$ cat config.mk
export PLATFORM = sky130hd
export DESIGN_NAME = mic_lane
export DESIGN_NICKNAME = d
export VERILOG_FILES = /design/src/sv/mic_pkg.sv /design/src/sv/mic_lane.sv
export SDC_FILE = /design/constraint.sdc
export NUM_CORES = 2
export LEC_CHECK = 0
export ABC_CLOCK_PERIOD_IN_PS = 17200
export BUFFER_PORTS_ARGS = -buffer_cell sky130_fd_sc_hd__clkbuf_2
export CORE_ASPECT_RATIO = 1.1
export CORE_MARGIN = 2
export CORE_UTILIZATION = 40
export DETAILED_ROUTE_END_ITERATION = 16
export PLACE_DENSITY = 0.58
export SLEW_MARGIN = 40
export SYNTH_ARGS = -nofsm -noshare
export SYNTH_HDL_FRONTEND = slang
export SYNTH_SLANG_ARGS = --single-unit
$ cat constraint.sdc
create_clock -name vclk -period 17.2
set_clock_uncertainty 0.15 [all_clocks]
set_input_delay 1.72 -clock vclk [all_inputs]
set_output_delay 1.72 -clock vclk [all_outputs]
set_load 0.1 [all_outputs]
$ cat src/sv/mic_pkg.sv
// Shared types and constants for the magnetometer iron calibration unit.
// No dependencies; imported by every module of the block.
package mic_pkg;

  localparam int NumAxes    = 3;
  localparam int AxisW      = 16;
  localparam int SumW       = AxisW + 1;
  localparam int CoefW      = 16;
  localparam int ProdW      = CoefW + SumW;
  localparam int AccW       = ProdW + 2;
  localparam int OutW       = 32;
  localparam int FracBits   = 8;
  localparam int RoundShift = 4;
  localparam int RegW       = NumAxes * AxisW;
  localparam int CfgIdxW    = 3;
  localparam int InDataW    = 48;
  localparam int OutDataW   = NumAxes * OutW;

  localparam logic [RegW-1:0] HardReset = '0;
  localparam logic [RegW-1:0] Row0Reset = RegW'(48'h0000_0000_1000);
  localparam logic [RegW-1:0] Row1Reset = RegW'(48'h0000_1000_0000);
  localparam logic [RegW-1:0] Row2Reset = RegW'(48'h1000_0000_0000);

  typedef logic signed [AxisW-1:0] axis_t;
  typedef logic signed [SumW-1:0]  sum_t;
  typedef logic signed [ProdW-1:0] prod_t;
  typedef logic signed [OutW-1:0]  res_t;

  typedef enum logic [CfgIdxW-1:0] {
    CFG_HARD  = 3'd0,
    CFG_ROW0  = 3'd1,
    CFG_ROW1  = 3'd2,
    CFG_ROW2  = 3'd3,
    CFG_VALID = 3'd4
  } cfg_idx_t;

  typedef struct packed {
    axis_t [NumAxes-1:0] raw;
    sum_t  [NumAxes-1:0] vec;
    logic                cal;
  } front_t;

endpackage

$ cat src/sv/mic_lane.sv
// One soft-iron matrix row times the offset-corrected vector, three products.
// Depends on mic_pkg.
module mic_lane
  import mic_pkg::*;
(
  input  logic [RegW-1:0]     row,
  input  sum_t [NumAxes-1:0]  vec,
  output prod_t [NumAxes-1:0] prod
);

  logic signed [CoefW-1:0] coef [NumAxes];

  always_comb begin
    for (int j = 0; j < NumAxes; j++) begin
      coef[j] = row[j*CoefW +: CoefW];
      prod[j] = prod_t'(coef[j]) * prod_t'(vec[j]);
    end
  end

endmodule

==> impl_metrics.tcl <==
set metrics [dict create \
    synth-simple-area-share 0.159 \
    worstSetupStartpointType "primary input" \
    fmax_ghz 0.0963 \
    hold_violations 0 \
    first_pass_iters 5 \
    initial_core_util 0.404 \
    crit_fanout 16 \
    num-clock-buffers 0 \
    yosys-mux-area-fraction 0.000326 \
    syn-num-nets 4557 \
    worstSetupPathType "primary input to primary output" \
    grt_pass1_wl_um 125000 \
    cts_setup_buffers 0 \
    n_sequential_cell 0 \
    rsz0062_at_grt "false" \
    synthDistinctLibCells 57 \
    io_pins 198 \
    ys_seq_area_frac 0 \
    cp_data_required_time_ns 15.33 \
    dp_hpwl_um 63900 \
    wl_um 73400 \
    antenna_found_initial 5 \
    dieArea_mm2 0.0790 \
    synth_xor_xnor_area_share 0.0299 \
    setup_slack_ns 6.81 \
    status "finished, final reports clean" \
    fp.dieH_um 295 \
    nets 4650 \
    port_buffers 198 \
    globalplace.congestion 0.845 \
    tns_ns 0 \
    synth_area_mm2 0.0307 \
    synthCells 3378 \
    synth_top_family_by_area "adder cells" \
    overflow 0 \
    worst_slew_pin_slew_ns 0.783 \
    drv_slew 0 \
    hold_path_class "primary input to primary output" \
    drv_cap 0 \
    finalCriticalPeriod_ns 10.39 \
    vias_per_cell 4.81 \
    ctsResizeCount 0 \
    relSlewSlack 0.475 \
    grt_usage 0.199 \
    via_count 21600 \
    drc 0 \
    crit_arrival_ns 8.52 \
    syn-mean-instance-area_um2 9.09 \
    postRouteAntennaNets 0 \
    die_w_um 268 \
    synth_compound_area_frac 0.0456 \
    cp-end-kind "primary output" \
    fin_crit_sh 0.604 \
    ys_warn_count 0 \
    register_area_um2 0 \
    pre_cts_ws_ns 6.77 \
    core_mm2 0.0760 \
    finalSetupViolations 0 \
    drive_gt1_frac 0.0626 \
    num_rows 106 \
    hold_buffers 0 \
    area_growth_pct 6.16 \
    drtIter0Drc 954 \
    grt_max_degree 18 \
    routedWlPerCell_um 16.3 \
    grt_pass1_vias 23900 \
    synth_fa_ha_area_frac 0.642 \
]
==> per-layer routing <==
metal,global-route usage,up-vias,share of wire
met5,0,-,0.00018
met3,0.0226,58,0.050
met2,0.349,446,0.50
met1,0.269,11100,0.43
met4,0.0274,2,0.013
li1,-,9975,-
==> metrics by stage <==
step / instances / util / instance area, um^2 / hold slack [ns]
4_1_cts: 4495 / 0.429 / 32600 / 4.09
2_1_floorplan: 3378 / - / 30700 / 3.74
3_3_place_gp: 4495 / 0.429 / 32600 / 4.08
6_report: 4497 / 0.429 / 32600 / 4.08
5_1_grt: 4497 / 0.429 / 32600 / 4.14
3_5_place_dp: 4495 / 0.429 / 32600 / 4.09
==> cells by family after synthesis <==
logic type	after synthesis
fa+ha+maj	1080
buf+inv	1003
simple gates	982
compound gates	207
xor+xnor	105
mux	1
==> Yosys cell counts, types with 25 or more instances <==
cell	number	area share
inv_1	895	0.11
and2_1	397	0.081
clkbuf_1	107	0.013
o21ai_0	39	0.0064
nor2_1	89	0.011
a21oi_1	47	0.0077
nand2b_1	25	0.0051
xor2_1	25	0.0071
fa_1	828	0.54
xnor2_1	80	0.023
a21o_1	34	0.0083
nand2_1	405	0.049
ha_1	252	0.10
==> cells in the final DEF, fill, tap and decap left out, types with 3 or more instances in the layout <==
cell / instances
clkbuf_2: 198
a31oi_1: 9
ha_1: 252
or2_2: 5
nor2b_1: 9
nor4_1: 3
a31o_2: 5
o21bai_1: 7
xor2_1: 25
nand2_1: 405
o21ai_0: 39
nor2_1: 89
inv_1: 895
or4_1: 4
a21o_1: 34
nand3_1: 11
nand4_1: 6
xnor2_1: 80
and3_1: 10
and2_1: 397
fa_1: 828
a211oi_1: 17
a211o_1: 5
nor3_1: 12
nand2b_1: 25
a2111oi_0: 3
a21oi_1: 47
o21a_1: 12
==> critical path, cell delays in order <==
cell and delay, ns:
clkbuf_2 0.33, nand2_1 0.14, fa_1 0.54, fa_1 0.52
fa_1 0.52, inv_1 0.06, fa_1 0.49, fa_1 0.49
inv_1 0.05, fa_1 0.47, inv_1 0.04, ha_1 0.34
a21o_1 0.19, o211a_1 0.22, a211oi_1 0.66, o221ai_1 0.26
and2_1 0.25, a211oi_1 0.43, a21oi_1 0.15, xor2_1 0.15
clkbuf_2 0.47
==> worst paths after layout <==
kind,from,endpoint,slack (ns),cells past startpoint
max,vec[29],prod[64],6.81,21
min,row[0],prod[0],4.08,3
==> final cells by class <==
type / count / area [um^2]
Inverter: 895 / 3360
Antenna cell: 2 / 5.00
Timing Repair Buffer: 199 / 998
Multi-Input combinational cell: 2375 / 27000
Tap cell: 1026 / 1280
Fill cell: 7673 / 43400
Power is not shown: default switching activity piles up to over one toggle a cycle in this logic, so the estimate is an artifact.
