**config.mk**
```make
export PLATFORM = sky130hd
export DESIGN_NAME = mic_front
export DESIGN_NICKNAME = d
export VERILOG_FILES = /design/src/sv/mic_pkg.sv /design/src/sv/mic_front.sv
export SDC_FILE = /design/constraint.sdc
export NUM_CORES = 1
export LEC_CHECK = 0
export BUFFER_PORTS_ARGS = -buffer_cell sky130_fd_sc_hd__buf_4
export CORE_MARGIN = 2
export CORE_UTILIZATION = 48
export DETAILED_ROUTE_END_ITERATION = 8
export GPL_ROUTABILITY_DRIVEN = 0
export PLACE_DENSITY = 0.95
export REMOVE_ABC_BUFFERS = 1
export SETUP_SLACK_MARGIN = 0.15
export SYNTH_ARGS = -nofsm -noshare
export SYNTH_HDL_FRONTEND = slang
export SYNTH_SLANG_ARGS = --single-unit
```
**constraint.sdc**
```tcl
create_clock -name vclk -period 4.4
set_input_delay 0.22 -clock vclk [all_inputs]
set_output_delay 0.22 -clock vclk [all_outputs]
set_load 0.005 [all_outputs]
```
**src/sv/mic_pkg.sv**
```systemverilog
// Shared types and constants for the magnetometer iron calibration unit.
// No dependencies; imported by every module of the block.
package mic_pkg;

  localparam int NumAxes    = 3;
  localparam int AxisW      = 16;
  localparam int SumW       = AxisW + 1;
  localparam int CoefW      = 16;
  localparam int ProdW      = CoefW + SumW;
  localparam int AccW       = ProdW + 2;
  localparam int OutW       = 32;
  localparam int FracBits   = 8;
  localparam int RoundShift = 4;
  localparam int RegW       = NumAxes * AxisW;
  localparam int CfgIdxW    = 3;
  localparam int InDataW    = 48;
  localparam int OutDataW   = NumAxes * OutW;

  localparam logic [RegW-1:0] HardReset = '0;
  localparam logic [RegW-1:0] Row0Reset = RegW'(48'h0000_0000_1000);
  localparam logic [RegW-1:0] Row1Reset = RegW'(48'h0000_1000_0000);
  localparam logic [RegW-1:0] Row2Reset = RegW'(48'h1000_0000_0000);

  typedef logic signed [AxisW-1:0] axis_t;
  typedef logic signed [SumW-1:0]  sum_t;
  typedef logic signed [ProdW-1:0] prod_t;
  typedef logic signed [OutW-1:0]  res_t;

  typedef enum logic [CfgIdxW-1:0] {
    CFG_HARD  = 3'd0,
    CFG_ROW0  = 3'd1,
    CFG_ROW1  = 3'd2,
    CFG_ROW2  = 3'd3,
    CFG_VALID = 3'd4
  } cfg_idx_t;

  typedef struct packed {
    axis_t [NumAxes-1:0] raw;
    sum_t  [NumAxes-1:0] vec;
    logic                cal;
  } front_t;

endpackage

```
**src/sv/mic_front.sv**
```systemverilog
// Burst unpack, axis remap with saturating negation and hard-iron offset add.
// Depends on mic_pkg.
module mic_front
  import mic_pkg::*;
(
  input  logic [InDataW-1:0] burst,
  input  logic [RegW-1:0]    hard_offsets,
  input  logic               cal_valid,
  output front_t             front
);

  axis_t sx;
  axis_t sy;
  axis_t sz;
  axis_t off;

  always_comb begin
    sx = {burst[7:0],   burst[15:8]};
    sz = {burst[23:16], burst[31:24]};
    sy = {burst[39:32], burst[47:40]};
    front.raw[0] = sy;
    front.raw[1] = (sx == 16'sh8000) ? 16'sh7fff : axis_t'(-sx);
    front.raw[2] = sz;
    front.cal    = cal_valid;
    off          = '0;
    for (int j = 0; j < NumAxes; j++) begin
      off          = hard_offsets[j*AxisW +: AxisW];
      front.vec[j] = sum_t'(front.raw[j]) + sum_t'(off);
    end
  end

endmodule

```
==> metrics.csv, run 1 <==
stage,metric,value,unit
sta,Final Slew Violations,0,
floorplan,Std-Cell Rows,28,
worst_setup_path,slowest CP cell,o311ai_1,
power,Leakage,0.00217,uW
sta,Setup TNS Final,0,ns
worst_setup_path,CP Capture Type,primary output,
synth,"top cells by count, synth","49 x ha_1, 41 x a21oi_1, 39 x nand2_1",
sta,WHS,0.440,ns
synth,top-count cell post-synth,ha_1,
sta,Final period util,85.4,%
layout,Multi-input gate area,0.00251,mm2
worst_setup_path,critical-path cell list,buf_4 -> inv_1 -> ha_1 -> nand3b_1 -> nor4_1 -> nand3_1 -> nand2_1 -> ha_1 -> inv_1 -> fa_1 -> nand2b_1 -> a21oi_1 -> nor2_1 -> o311ai_1 -> and3_1 -> o22ai_1 -> buf_4,
worst_setup_path,crit path launch type,primary input,
drt,final wirelength,9460,um
outcome,status,"finished, final reports clean",
synth,adder-cell share of the synthesized area,23.4,%
drt,routed length per placed instance,14.7,um
grt,initial antenna violation count,0,
placed_design,DPL Wire Length,8360,um
sta,Max Fclk,266,MHz
grt,GRT overflow,0,
power,PD cells,160,mW/mm2
synth,largest family of logic cells by synthesized area,compound AO/OA/AOI/OAI gates,
placed_design,PortBufs,195,
layout,seq_cells,0,
drt,Final ANT Viol Nets,0,
power,Design Power,667,uW
worst_setup_path,Worst Path Arrival,3.54,ns
synth,post-synthesis cell count,413,
floorplan,core area,0.00585,mm2
synth,Yosys cell types,59,
drt,Vias,3621,
worst_setup_path,largest fanout on the critical path,4,
min_path,hold path depth,0,
grt,gr usage total,26.5,%
sta,post-route minimum period,3.76,ns
sta,final hold vios,0,
drt,Vias/cell,5.62,
layout,Layout clock buffers,0,
floorplan,I/O pin cnt,197,
sta,final setup fails,0,
grt,largest net degree at the start of global routing,13,
synth,Mapped Area,0.00288,mm2
layout,Layout Nets,720,
cts,Post CTS Setup Buffer Count,0,
min_path,HP Class,primary input to primary output,
flow_run,Max-Cap Viols,0,
synth,xor/xnor share of the synthesized area,13.1,%
worst_setup_path,CP Class,primary input to primary output,
layout,share of layout cells above drive strength 1,36.2,%
cts,quantity of hold-fixing buffers added after cts,0,
synth,compound-cell area share of the yosys netlist,29.3,%
layout,fill count,454,
grt,vias in the first global route,3393,
floorplan,Die Wd,81.5,um
grt,first-pass GRT wire length,14400,um
synth,post-synthesis sequential area ratio,0,%
drt,DRC,0,
sta,Rel. slew slack,60.7,%
layout,Area growth syn-to-layout,44.8,%
synth,post-synth top area cell,ha_1,
synth,Post-Synth Simple-Gate Area,20.9,%
synth,mux share of post-synthesis cell area,0.347,%
worst_setup_path,Worst EP required,4.18,ns
synth,"Avg Cell Area, Syn",6.98,um2
layout,antenna cells,0,
synth,Synth area leaders,"ha_1 21%, buf_4 8.6%, xnor2_1 7.3%, a21oi_1 7.1%, xor2_1 5.8%",
power,Max IR drop VDD,0.103,mV
synth,Yosys warning count,0,
synth,post-synth top area share,21.3,%
drt,DRT Pass-1 Iters,4,
floorplan,Die Height,81.5,um
cts,# resized after CTS,0,
layout,register area,0,um2
sta,RSZ-0062 raised after global routing,no,
drt,initial DRC count,122,
floorplan,DIE AREA,0.00664,mm2
worst_setup_path,CP peak stage delay,0.50,ns
sta,measured slew at the worst slew-check pin,0.584,ns
floorplan,starting density of the core,49.3,%
==> worst paths after layout <==
path	from	end	slack (ns)
setup / recovery	burst[8]	front[34]	0.64
hold / removal	cal_valid	front[0]	0.44
==> cell families (layout without fill, tap and decap cells) <==
kind of cell             count (synthesis)  after routing
AO/OA/AOI/OAI                          130            130
AND/OR/NAND/NOR                        120            120
XOR/XNOR                                43             43
adder cells (fa/ha/maj)                 52             52
buffers and inverters                   67            223
multiplexers                             1              1
==> critical path, delay by kind of cell <==
family / cells / cell delay [ns]
fa+ha+maj: 3 / 0.77
buf+inv: 4 / 0.41
compound gates: 3 / 0.78
simple gates: 7 / 1.37
==> cell usage in the layout, fill, tap and decap left out, types with 2 or more instances in the layout <==
cell type,instances
a31o_2,2
a31oi_1,4
o22ai_1,2
and3_1,4
o21a_1,3
nand4_1,5
nor2_1,26
xor2_1,19
nor4_1,2
fa_1,3
a211oi_1,9
o31ai_1,5
o21ai_0,22
o21bai_1,3
o311ai_0,2
a21boi_0,2
nand3_1,9
a21oi_1,41
and2_1,4
buf_4,196
nor2b_1,5
o211ai_1,7
a21o_1,9
nor3_1,7
ha_1,49
xnor2_1,24
nand2b_1,8
a221oi_1,2
inv_1,27
a221o_1,2
nand2_1,39
==> where the power goes <==
group | leakage [uW] | internal (uW) | switching, uW
sequential | 0 | 0 | 0
combinational | 0.00217 | 355 | 311
clock | 0 | 0 | 0
==> layout make-up <==
class                      instances  area share (%)
timing repair buffer             196            35.3
multi-input combinational        346            60.1
inverter                          27            2.43
tap                               75            2.25
==> metrics by stage <==
step | util (%) | setup slack, ns | area, um2 | cells
finish | 71.3 | 0.644 | 4170 | 644
global route | 71.3 | 0.263 | 4170 | 644
CTS | 71.3 | 0.652 | 4170 | 644
detailed placement | 71.3 | 0.662 | 4170 | 644
global placement | 71.3 | 0.836 | 4170 | 644
floorplan | - | 1.07 | 2610 | 373
==> metal layers <==
metal | GRT usage (%) | routed length (um)
met2 | 55.4 | 5080
met3 | 5.38 | 888
met1 | 27.0 | 3390
met5 | 0 | 0
met4 | 3.22 | 102
(Power assumes the default switching activity.)
==> run 2: changes to the inputs <==
--- a/config.mk
+++ b/config.mk
@@ -13,6 +13,7 @@
 export PLACE_DENSITY = 0.95
 export REMOVE_ABC_BUFFERS = 1
 export SETUP_SLACK_MARGIN = 0.15
+export SLEW_MARGIN = 20
 export SYNTH_ARGS = -nofsm -noshare
 export SYNTH_HDL_FRONTEND = slang
 export SYNTH_SLANG_ARGS = --single-unit
==> constraint.sdc (replaced) <==
create_clock -name vclk -period 4.85
set_input_delay 0.2425 -clock vclk [all_inputs]
set_output_delay 0.2425 -clock vclk [all_outputs]
set_load 0.005 [all_outputs]
==> run 2 against run 1 <==
  * Hold slack gained 0.045 ns
  * Final cell count is the same
  * Design area is the same
  * Via count grew 2.7%
  * Combinational power shrank 9.4%
  * First-iteration DRC count grew 3.3%
  * Die area is the same
  * Routed wire length grew 1.2%
  * Clock-buffer cell count is the same
  * Critical path depth grew 1
  * Worst setup slack gained 0.34 ns
==> metrics.csv, run 2 (synthesized netlist as in run 1, its figures left out) <==
stage,metric,value,unit
worst_setup_path,crit path launch type,primary input,
sta,RSZ-0062 raised after global routing,no,
power,Max IR drop VDD,0.116,mV
floorplan,DIE AREA,0.00664,mm2
layout,antenna cells,0,
cts,Post CTS Setup Buffer Count,0,
sta,Rel. slew slack,56.9,%
grt,vias in the first global route,3612,
sta,final setup fails,0,
drt,DRT Pass-1 Iters,4,
grt,gr usage total,27.3,%
drt,Vias,3719,
grt,largest net degree at the start of global routing,15,
min_path,hold path depth,0,
sta,Final Slew Violations,0,
layout,"most common cell after layout, fill and taps aside",buf_4,
layout,Layout clock buffers,0,
flow_run,Max-Cap Viols,0,
worst_setup_path,Worst EP required,4.61,ns
layout,Layout Nets,720,
layout,most frequent cells in the layout,"196 x buf_4, 49 x ha_1, 41 x a21oi_1",
sta,final hold vios,0,
power,Design Power,604,uW
min_path,HP Class,primary input to primary output,
sta,Final period util,79.8,%
drt,DRC,0,
drt,routed length per placed instance,14.9,um
drt,Final ANT Viol Nets,0,
power,Leakage,0.00217,uW
floorplan,Std-Cell Rows,28,
cts,quantity of hold-fixing buffers added after cts,0,
drt,initial DRC count,126,
sta,Max Fclk,258,MHz
grt,GRT overflow,0,
layout,register area,0,um2
worst_setup_path,Worst Path Arrival,3.63,ns
layout,Area growth syn-to-layout,44.8,%
layout,share of layout cells above drive strength 1,36.2,%
power,PD cells,145,mW/mm2
grt,first-pass GRT wire length,14900,um
placed_design,DPL Wire Length,8490,um
floorplan,core area,0.00585,mm2
min_path,Worst Hold Path EP,front[0],
floorplan,Die Height,81.5,um
worst_setup_path,CP Class,primary input to primary output,
worst_setup_path,largest fanout on the critical path,14,
drt,Vias/cell,5.77,
drt,final wirelength,9580,um
sta,Setup TNS Final,0,ns
sta,post-route minimum period,3.87,ns
layout,seq_cells,0,
floorplan,starting density of the core,49.3,%
cts,# resized after CTS,0,
grt,initial antenna violation count,0,
sta,measured slew at the worst slew-check pin,0.641,ns
floorplan,Die Wd,81.5,um
min_path,Min-Delay Startpoint,cal_valid,
worst_setup_path,CP Capture Type,primary output,
placed_design,PortBufs,195,
floorplan,I/O pin cnt,197,
outcome,status,"finished, final reports clean",
[run 2: cell counts in the layout (fill, tap and decap cells not counted)]
No cell type changed its count.
[run 2: final cells by class]
class / instances / area, um2
inverter: 27 / 101
timing repair buffer: 196 / 1470
fill: 440 / 1680
tap: 75 / 93.8
multi-input combinational: 346 / 2510
[run 2: power breakdown]
part / switching (uW) / internal [uW] / leakage, uW
logic: 281 / 323 / 0.00217
clock network: 0 / 0 / 0
registers: 0 / 0 / 0
total: 281 / 323 / 0.00217
[run 2: metal layers]
| layer | part of all wire (%) | wire length [um] | global-route usage (%) | up-vias |
|---|---|---|---|---|
| met2 | 52 | 4980 | 54.3 | 197 |
| met5 | 0 | 0 | 0 | - |
| li1 | - | - | - | 1791 |
| met4 | 3.6 | 346 | 10.0 | 0 |
| met3 | 9.3 | 887 | 5.27 | 38 |
| met1 | 35 | 3360 | 27.8 | 1693 |
[run 2: critical path, stage by stage]
cell and delay, ns:
buf_4 0.12, inv_1 0.07, ha_1 0.20, nand3b_1 0.16
nor4_1 0.37, nand3_1 0.13, buf_4 0.21, nand2_1 0.09
ha_1 0.18, inv_1 0.06, fa_1 0.41, nand2b_1 0.18
a21oi_1 0.18, nor2_1 0.11, o311ai_1 0.45, and3_1 0.24
o22ai_1 0.09, buf_4 0.15
[run 2: how the worst max path moves through the flow]
stage / from / end / slack (ns) / cells after the start
floorplan: burst[8] / front[32] / 1.47 / 15
global placement: burst[8] / front[34] / 1.16 / 18
detailed placement: burst[8] / front[34] / 1.0 / 18
CTS: burst[8] / front[34] / 0.98 / 18
global route: burst[8] / front[34] / 0.57 / 18
finish: burst[8] / front[34] / 0.98 / 18
[run 2: through the flow]
step | hold WS, ns | setup slack (ns) | cells | instance area (um2) | util, %
floorplan | 0.485 | 1.47 | 373 | 2610 | -
global placement | 0.485 | 1.16 | 644 | 4170 | 71.3
finish | 0.485 | 0.979 | 644 | 4170 | 71.3
global route | 0.485 | 0.574 | 644 | 4170 | 71.3
detailed placement | 0.485 | 1.00 | 644 | 4170 | 71.3
CTS | 0.485 | 0.978 | 644 | 4170 | 71.3
