**src/sv/mic_pkg.sv**
```systemverilog
// Shared types and constants for the magnetometer iron calibration unit.
// No dependencies; imported by every module of the block.
package mic_pkg;

  localparam int NumAxes    = 3;
  localparam int AxisW      = 16;
  localparam int SumW       = AxisW + 1;
  localparam int CoefW      = 16;
  localparam int ProdW      = CoefW + SumW;
  localparam int AccW       = ProdW + 2;
  localparam int OutW       = 32;
  localparam int FracBits   = 8;
  localparam int RoundShift = 4;
  localparam int RegW       = NumAxes * AxisW;
  localparam int CfgIdxW    = 3;
  localparam int InDataW    = 48;
  localparam int OutDataW   = NumAxes * OutW;

  localparam logic [RegW-1:0] HardReset = '0;
  localparam logic [RegW-1:0] Row0Reset = RegW'(48'h0000_0000_1000);
  localparam logic [RegW-1:0] Row1Reset = RegW'(48'h0000_1000_0000);
  localparam logic [RegW-1:0] Row2Reset = RegW'(48'h1000_0000_0000);

  typedef logic signed [AxisW-1:0] axis_t;
  typedef logic signed [SumW-1:0]  sum_t;
  typedef logic signed [ProdW-1:0] prod_t;
  typedef logic signed [OutW-1:0]  res_t;

  typedef enum logic [CfgIdxW-1:0] {
    CFG_HARD  = 3'd0,
    CFG_ROW0  = 3'd1,
    CFG_ROW1  = 3'd2,
    CFG_ROW2  = 3'd3,
    CFG_VALID = 3'd4
  } cfg_idx_t;

  typedef struct packed {
    axis_t [NumAxes-1:0] raw;
    sum_t  [NumAxes-1:0] vec;
    logic                cal;
  } front_t;

endpackage

```
**src/sv/mic_merge.sv**
```systemverilog
// Lane merge: sum of products, round Q.12 to Q23.8, or raw pass-through.
// Depends on mic_pkg.
module mic_merge
  import mic_pkg::*;
(
  input  prod_t [NumAxes-1:0] prod,
  input  axis_t               raw,
  input  logic                cal,
  output res_t                res
);

  logic signed [AccW-1:0] acc;

  always_comb begin
    acc = AccW'(prod[0]) + AccW'(prod[1]) + AccW'(prod[2]) + AccW'(8);
    if (cal) begin
      res = res_t'(acc >>> RoundShift);
    end else begin
      res = {{(OutW-AxisW-FracBits){raw[AxisW-1]}}, raw, {FracBits{1'b0}}};
    end
  end

endmodule

```
**config.mk**
```make
export PLATFORM = sky130hd
export DESIGN_NAME = mic_merge
export DESIGN_NICKNAME = d
export VERILOG_FILES = /design/src/sv/mic_pkg.sv /design/src/sv/mic_merge.sv
export SDC_FILE = /design/constraint.sdc
export NUM_CORES = 1
export LEC_CHECK = 0
export ABC_AREA = 1
export BUFFER_PORTS_ARGS = -buffer_cell sky130_fd_sc_hd__clkbuf_2
export CAP_MARGIN = 20
export CORE_MARGIN = 4
export CORE_UTILIZATION = 56
export DETAILED_ROUTE_END_ITERATION = 10
export PLACE_DENSITY = 0.92
export REMOVE_ABC_BUFFERS = 1
export SETUP_SLACK_MARGIN = 0.4
export SLEW_MARGIN = 25
export SYNTH_ARGS = -nofsm -noshare
export SYNTH_HDL_FRONTEND = slang
export SYNTH_SLANG_ARGS = --single-unit
```
**constraint.sdc**
```tcl
create_clock -name vclk -period 6.6
set_clock_uncertainty 0.05 [all_clocks]
set_input_delay 0.66 -clock vclk [all_inputs]
set_output_delay 0.66 -clock vclk [all_outputs]
set_load 0.005 [all_outputs]
```
==> impl_metrics.py, run 1 <==
metrics = {
    "global_routing": {
        "grt_usage_pct": 26.88,
        "grt_use_met2_pct": 49.84,
        "met3_usage_pct": 2.504,
        "grtUsageMet1_pct": 33.78,
        "grt_max_degree": 27,
        "grt_pass1_wl_um": 18930,
        "top_usage_layer": "met2",
        "grt_pass1_vias": 4344,
        "grt_overflow": 0,
        "antenna_found_initial": 0,
    },
    "route": {
        "viasPerCell": 5.196,
        "postRouteAntennaNets": 0,
        "drt_first_pass_iters": 5,
        "wl_um": 11140,
        "drcViolationCount": 0,
        "drt_iter0_drc": 287,
        "drt-wirelength-per-cell_um": 13.25,
        "vias": 4370,
    },
    "sta": {
        "worst_slew_pin_slew_ns": 0.8156,
        "rsz0062_at_grt": "no",
        "post-route-period-util_pct": 61.94,
        "setup_viol": 0,
        "slew_violations": 0,
        "slew_headroom_pct": 45.56,
        "min_period_ns": 4.088,
        "hold_viol": 0,
        "setup_tns_ns": 0,
        "worst_slack_ns": 2.512,
        "fmax_mhz": 244.6,
    },
    "finish": {
        "area_growth_pct": 21.46,
        "diodes": 0,
        "fill_cells": 568,
        "layoutNonFillerInstCount": 841,
        "design.seq.count": 0,
        "layout-drive-gt1-share_pct": 21.73,
        "fin_nets": 978,
        "final-seq-area_um2": 0,
        "clockBufferCount": 0,
        "stdcell_area_mm2": 0.004574,
    },
    "clock_network": {
        "ctsResizeCount": 0,
        "holdBufCountCts": 0,
        "post-cts-setup-buffers": 0,
    },
    "pwr": {
        "p_total_uw": 790.9,
        "leakage_uw": 0.002948,
        "peakVddDrop_mv": 0.09571,
        "powerDensity_mw_per_mm2": 172.9,
    },
    "floorplan": {
        "core_mm2": 0.006422,
        "dieArea_mm2": 0.008101,
        "die_x_um": 90.01,
        "start_util_pct": 58.64,
        "fp.dieH_um": 90.01,
        "ios": 148,
        "std_cell_rows": 29,
    },
    "worst_setup_path": {
        "arrival_ns": 3.38,
        "cp_slowest_stage_delay_ns": 0.55,
        "end_kind": "primary output",
        "path_cells": "clkbuf_2 > inv_1 > fa_1 > inv_1 > ha_1 > ha_1 > a21oi_1 > o21ai_0 > inv_1 > nand2_2 > a21o_1 > nand2_1 > nand2_1 > nand2_1 > nand3_1 > nand2_1 > clkbuf_2",
        "startpoint_type": "input port",
        "worstPathRequired_ns": 5.89,
        "crit_path_top_delay_cell": "fa_1",
        "criticalPathCategory": "in2out",
        "cp_common_cell": "nand2_1",
        "critPathMaxFanout": 5,
    },
    "synthesis": {
        "netlist_area_mm2": 0.003766,
        "synth.area.top_cells": "ha_1 21%, inv_1 17%, fa_1 17%, nand2_1 14%, a21oi_1 6.1%",
        "yosysWarnings": 0,
        "synth_top_area_share_pct": 21.26,
        "yosysMostFrequentCell": "inv_1",
        "avgSynthCellArea_um2": 6.055,
        "yosysUniqueCellTypes": 34,
        "ys_seq_area_share_pct": 0,
        "synth_common_cells": "171 x inv_1, 138 x nand2_1, 64 x ha_1",
        "netlist_instances": 622,
        "yosysTopAreaCell": "ha_1",
    },
    "place": {
        "hpwl_um": 10010,
        "dpl.cell_count": 841,
        "dpl_cell_area_mm2": 0.004574,
        "dp_slack_ns": 2.558,
        "place_congestion": 0.8723,
        "port_buffers": 148,
    },
    "outcome": {
        "status": "finished clean",
    },
    "job": {
        "maxCapViolCount": 0,
    },
    "hold_path": {
        "hold_path_class": "in2out",
    },
}
==> layer usage <==
layer  vias up  share of wire, %
met2       196                50
li1       2208                 -
met1      1948                42
met3        18               6.5
met4         0               1.7
met5         -                 0
==> placed cells by master (no fill, tap or decap), types with 3 or more instances in the layout <==
cell type and instances:
nand2_2 6, nand3_1 29, nor2_1 48, xnor2_1 5, o21ai_0 26, fa_1 32, a21o_1 6, a21oi_2 3
ha_1 64, a21oi_1 46, nand3b_1 6, o21ai_1 8, nand2_1 138, o21bai_1 4, nor3_1 5, clkbuf_2 148
inv_1 171
==> critical path: cells and delay by family <==
family,cells,cell delay [ns]
fa+ha+maj,3,1.18
buf+inv,5,0.39
simple gates,6,0.49
compound gates,3,0.65
==> path summary, 6_finish.rpt <==
kind	end	startpoint	slack, ns	cells after the start
worst min-delay path	res[16]	raw[8]	1.54	4
worst max-delay path	res[25]	prod[8]	2.51	17
==> where the power goes <==
part / switching (uW) / internal [uW]
Clock: 0 / 0
Sequential: 0 / 0
Combinational: 483 / 308
Total: 483 / 308
==> stage by stage <==
| stage | util, % | hold slack, ns |
|---|---|---|
| 2_1_floorplan | - | 1.361 |
| 5_1_grt | 71.23 | 1.553 |
| 3_5_place_dp | 71.23 | 1.541 |
| 3_3_place_gp | 71.23 | 1.538 |
| 4_1_cts | 71.23 | 1.543 |
| 6_report | 71.23 | 1.537 |
==> logic make-up after synthesis <==
kind of cell               synth area share (%)
xor gates and xnor gates                  1.395
AOI/OAI and AO/OA                         15.32
and+or+nand+nor                           27.21
buffers and inverters                     17.81
adders and majority gates                 38.27
==> cell type report <==
class / count / area [um2] / area share [%]
inverters: 171 / 641.9 / 14.03
multi-input cells: 445 / 3095 / 67.67
well taps: 77 / 96.34 / 2.106
repair buffers: 148 / 740.7 / 16.19
Note: power is estimated with default switching activity, not from simulation.
==> run 2: changes to the inputs <==
Settings changed: CORE_UTILIZATION 56 to 47, PLACE_DENSITY 0.92 to 0.83.
Clock period 6.6 ns to 3.4 ns, I/O delays scaled along.
==> run 2 against run 1 <==
Against the previous run:
- wire length up 49%
- core utilization grew 14 points
- worst hold slack got worse by 0.65 ns
- cell count is 8.6% higher
- global-route usage up 1.6 points
- via count is 15% higher
- critical path type unchanged
- highest routed layer unchanged
==> impl_metrics.py, run 2 (synthesis gave the netlist of run 1 again) <==
metrics = {
    "outcome": {
        "status": "finished clean",
    },
    "route": {
        "vias": 5035,
        "viasPerCell": 5.515,
        "route.met2.wl_um": 8562,
        "wl_um": 16620,
        "postRouteAntennaNets": 0,
        "wl_met1_um": 6098,
        "wl_met3_um": 933,
        "drcViolationCount": 0,
        "drt-wirelength-per-cell_um": 18.20,
        "top_layer": "met4",
        "drt_iter0_drc": 244,
        "drt_first_pass_iters": 5,
    },
    "floorplan": {
        "std_cell_rows": 32,
        "die_x_um": 97.52,
        "dieArea_mm2": 0.009509,
        "fp.dieH_um": 97.52,
        "core_mm2": 0.007767,
        "ios": 148,
        "start_util_pct": 48.49,
    },
    "finish": {
        "fin_nets": 1025,
        "final-seq-area_um2": 0,
        "layout-drive-gt1-share_pct": 55.86,
        "design.seq.count": 0,
        "diodes": 0,
        "layout_commonest_cell": "inv_1",
        "clockBufferCount": 0,
        "fill_cells": 435,
        "area_growth_pct": 75.75,
        "layout_common_cells": "133 x inv_1, 132 x clkbuf_2, 88 x nand2_1",
        "multiInputGateArea_mm2": 0.004651,
    },
    "sta": {
        "min_period_ns": 3.286,
        "fmax_mhz": 304.3,
        "slew_violations": 0,
        "post-route-period-util_pct": 96.64,
        "slew_headroom_pct": 76.46,
        "hold_viol": 0,
        "setup_viol": 0,
        "setup_tns_ns": 0,
        "worst_slew_pin_slew_ns": 0.3531,
        "rsz0062_at_grt": "yes",
    },
    "pwr": {
        "p_total_uw": 2949,
        "powerDensity_mw_per_mm2": 445.6,
        "peakVddDrop_mv": 0.2560,
        "leakage_uw": 0.003472,
    },
    "hold_path": {
        "hold-path-endpoint": "res[20]",
        "hold_path_depth": 4,
        "hold_path_class": "in2out",
        "worstHoldStart": "raw[12]",
    },
    "worst_setup_path": {
        "end_kind": "primary output",
        "arrival_ns": 2.90,
        "startpoint": "prod[18]",
        "critPathMaxFanout": 3,
        "startpoint_type": "input port",
        "worstPathRequired_ns": 3.01,
        "criticalPathCategory": "in2out",
    },
    "place": {
        "hpwl_um": 10380,
        "place_congestion": 0.8560,
        "port_buffers": 148,
    },
    "global_routing": {
        "antenna_found_initial": 0,
        "grt_usage_pct": 28.47,
        "grt_pass1_vias": 5008,
        "grt_pass1_wl_um": 22940,
        "grt_overflow": 0,
        "grt_max_degree": 27,
    },
    "job": {
        "maxCapViolCount": 0,
    },
}
[run 2: cell types whose count changed in the layout (fill, tap and decap cells not counted), sizes merged]
| cell | previous run | this run |
|---|---|---|
| buf | 0 | 63 |
| clkbuf | 148 | 132 |
[run 2: stage by stage]
stage	area (um2)	hold slack [ns]	instances	util (%)	worst slack, ns
finish	6619	0.8905	913	85.21	0.1142
global route	6619	0.9236	913	85.21	0.004349
CTS	5894	0.9014	894	75.89	0.2820
detailed placement	4703	0.9016	879	60.55	-0.03105
global placement	4703	0.9004	879	60.55	-0.03672
floorplan	3737	0.7208	616	-	0.5411
[run 2: area by class of cell]
| cell class | instances | share of cell area (%) |
|---|---|---|
| inverter | 171 | 9.849 |
| multi-input combinational | 445 | 70.26 |
| tap | 102 | 1.928 |
| timing repair buffer | 195 | 17.96 |
[run 2: power breakdown]
part           switching [uW]  internal, uW  total, uW
Clock                       0             0          0
Combinational            1630          1320       2950
Sequential                  0             0          0
[run 2: layer usage]
metal,global-route usage (%),up-vias
li1,-,2309
met1,34.69,2360
met2,53.24,280
met3,1.651,86
met4,8.626,0
met5,0,-
[run 2: what timing repair did]
action / in CTS / in global routing
hold buffers: 0 / 0
pin swaps: 72 / 113
cloned: 0 / 0
setup endpoints to repair: 26 / 29
resized for setup: 195 / 161
setup buffers: 15 / 19
[run 2: worst max path at each step]
stage,to
after detailed placement,res[30]
final,res[25]
after global placement,res[21]
after global routing,res[25]
after CTS,res[26]
after floorplan,res[30]
[run 2: critical path, cell delays in order]
cell and delay, ns:
clkbuf_2 0.08, inv_1 0.06, fa_1 0.57, inv_1 0.09
ha_4 0.29, ha_4 0.20, a21o_1 0.20, a21oi_2 0.25
nand2_1 0.12, a31oi_1 0.23, nand2_1 0.11, nand2_1 0.10
nand3_2 0.07, nand2_1 0.07, clkbuf_2 0.12
==> run 3: changes to the inputs <==
Settings changed: BUFFER_PORTS_ARGS -buffer_cell sky130_fd_sc_hd__clkbuf_2 to default, CORE_UTILIZATION 47 to 62, DONT_BUFFER_PORTS from default to 1.
==> run 3 against run 2 <==
Against the previous run:
- clock-buffer cell count unchanged
- global-route usage rose by 1.7 points
- via count down 5.6%
- fmax rose by 2.8%
- final area is 19% lower
- first-iteration DRC count grew 140%
- die area decreased by 22%
- highest routed layer unchanged
==> impl_metrics.py, run 3 (synthesis gave the netlist of run 1 again) <==
metrics = {
    "finish": {
        "layout_common_cells": "156 x inv_1, 91 x nand2_1, 48 x ha_4",
        "fin_nets": 862,
        "layout-drive-gt1-share_pct": 37.19,
        "area_growth_pct": 42.69,
        "fill_cells": 262,
        "fin_util_pct": 90.77,
        "design.seq.count": 0,
        "stdcell_area_mm2": 0.005374,
        "final-seq-area_um2": 0,
        "clockBufferCount": 0,
        "layout_commonest_cell": "inv_1",
        "diodes": 0,
        "layoutNonFillerInstCount": 723,
    },
    "route": {
        "postRouteAntennaNets": 0,
        "drt_first_pass_iters": 5,
        "viasPerCell": 6.573,
        "wl_um": 15940,
        "drt_iter0_drc": 577,
        "vias": 4752,
        "drt-wirelength-per-cell_um": 22.05,
        "drcViolationCount": 0,
    },
    "pwr": {
        "p_int_uw": 1044,
        "combPwrFrac_pct": 100.0,
        "p_total_uw": 2514,
        "clkPwrFrac_pct": 0,
        "power_frac_seq_pct": 0,
        "powerDensity_mw_per_mm2": 467.7,
        "p_sw_uw": 1470,
        "leakage_uw": 0.002683,
        "p_sw_share_pct": 58.46,
        "peakVddDrop_mv": 0.3465,
    },
    "sta": {
        "min_period_ns": 3.195,
        "fmax_mhz": 313.0,
        "post-route-period-util_pct": 93.98,
        "worst_slew_pin_slew_ns": 0.8789,
        "hold_viol": 0,
        "rsz0062_at_grt": "yes",
        "slew_headroom_pct": 41.34,
        "slew_violations": 0,
        "setup_viol": 0,
        "setup_tns_ns": 0,
    },
    "global_routing": {
        "grt_pass1_vias": 4005,
        "grt_use_met2_pct": 55.50,
        "grt_max_degree": 27,
        "grt_usage_pct": 30.14,
        "grt_pass1_wl_um": 18310,
        "grt_overflow": 0,
        "grtUsageMet1_pct": 37.68,
        "top_usage_layer": "met2",
        "antenna_found_initial": 0,
        "met3_usage_pct": 1.345,
    },
    "worst_setup_path": {
        "critPathMaxFanout": 5,
        "end_kind": "primary output",
        "arrival_ns": 2.81,
        "startpoint_type": "input port",
        "worstPathRequired_ns": 3.01,
        "criticalPathCategory": "in2out",
    },
    "floorplan": {
        "std_cell_rows": 28,
        "dieArea_mm2": 0.007386,
        "fp.dieH_um": 85.94,
        "core_mm2": 0.005921,
        "ios": 148,
        "die_x_um": 85.94,
        "start_util_pct": 63.61,
    },
    "job": {
        "maxCapViolCount": 0,
    },
    "place": {
        "dpl_cell_area_mm2": 0.003831,
        "port_buffers": 0,
        "hpwl_um": 8999,
        "dpl.cell_count": 691,
        "place_congestion": 0.8963,
    },
    "hold_path": {
        "hold_path_class": "in2out",
    },
    "outcome": {
        "status": "finished clean",
    },
}
## run 3: cell count changes in the layout (fill, tap and decap cells not counted), moves of 4 or more
cell	previous run	this run
buf_2	7	0
nand2_2	32	36
o21ai_1	8	13
a21oi_4	17	12
buf_4	41	30
inv_1	133	156
clkbuf_2	132	0
buf_6	12	2
nand2_4	23	17
inv_2	34	12
a21oi_1	14	18
nor2_4	14	6
nor2_1	20	30
## run 3: repair_timing
item / in CTS / in global routing
buffers inserted: 7 / 25
gates resized for setup: 85 / 177
hold buffers: 0 / 0
pin swaps: 25 / 81
setup endpoints to repair: 22 / 25
## run 3: metrics by stage
stage	setup slack, ns	hold slack, ns
floorplan	0.5411	0.7208
global placement	0.2005	0.7350
detailed placement	0.1776	0.7343
CTS	0.3782	0.7321
global route	0.1915	0.7471
finish	0.2047	0.7358
## run 3: layer usage
metal / routed length (um) / vias up
met2: 7530 / 483
li1: - / 1981
met3: 1799 / 163
met1: 5329 / 2125
met4: 1280 / 0
met5: 0 / -
## run 3: worst max-delay path, cell delays in order
cell and delay, ns:
inv_1 0.04, fa_1 0.56, inv_1 0.07, ha_4 0.25, ha_4 0.27, a21oi_4 0.19, o21ai_2 0.09, inv_1 0.10
nand2_4 0.08, a21o_1 0.22, buf_4 0.16, xnor2_1 0.14, o21ai_1 0.29
## run 3: path summary, 6_finish.rpt
kind | from | end | slack, ns | depth (start not counted)
setup / recovery | prod[8] | res[9] | 0.20 | 13
hold / removal | raw[7] | res[15] | 0.74 | 2
## run 3: final cells by class
type	count	area [um2]	share of cell area (%)
Multi-Input combinational cell	445	4373	81.37
Tap cell	75	93.84	1.746
Inverter	171	659.4	12.27
Timing Repair Buffer	32	247.7	4.610
## run 3: power by group through the flow
stage / Clock (uW) / Combinational (uW) / Sequential [uW]
2_1_floorplan: 0 / 1050 / 0
3_3_place_gp: 0 / 1320 / 0
3_5_place_dp: 0 / 1350 / 0
4_1_cts: 0 / 1690 / 0
5_1_grt: 0 / 2640 / 0
6_report: 0 / 2510 / 0
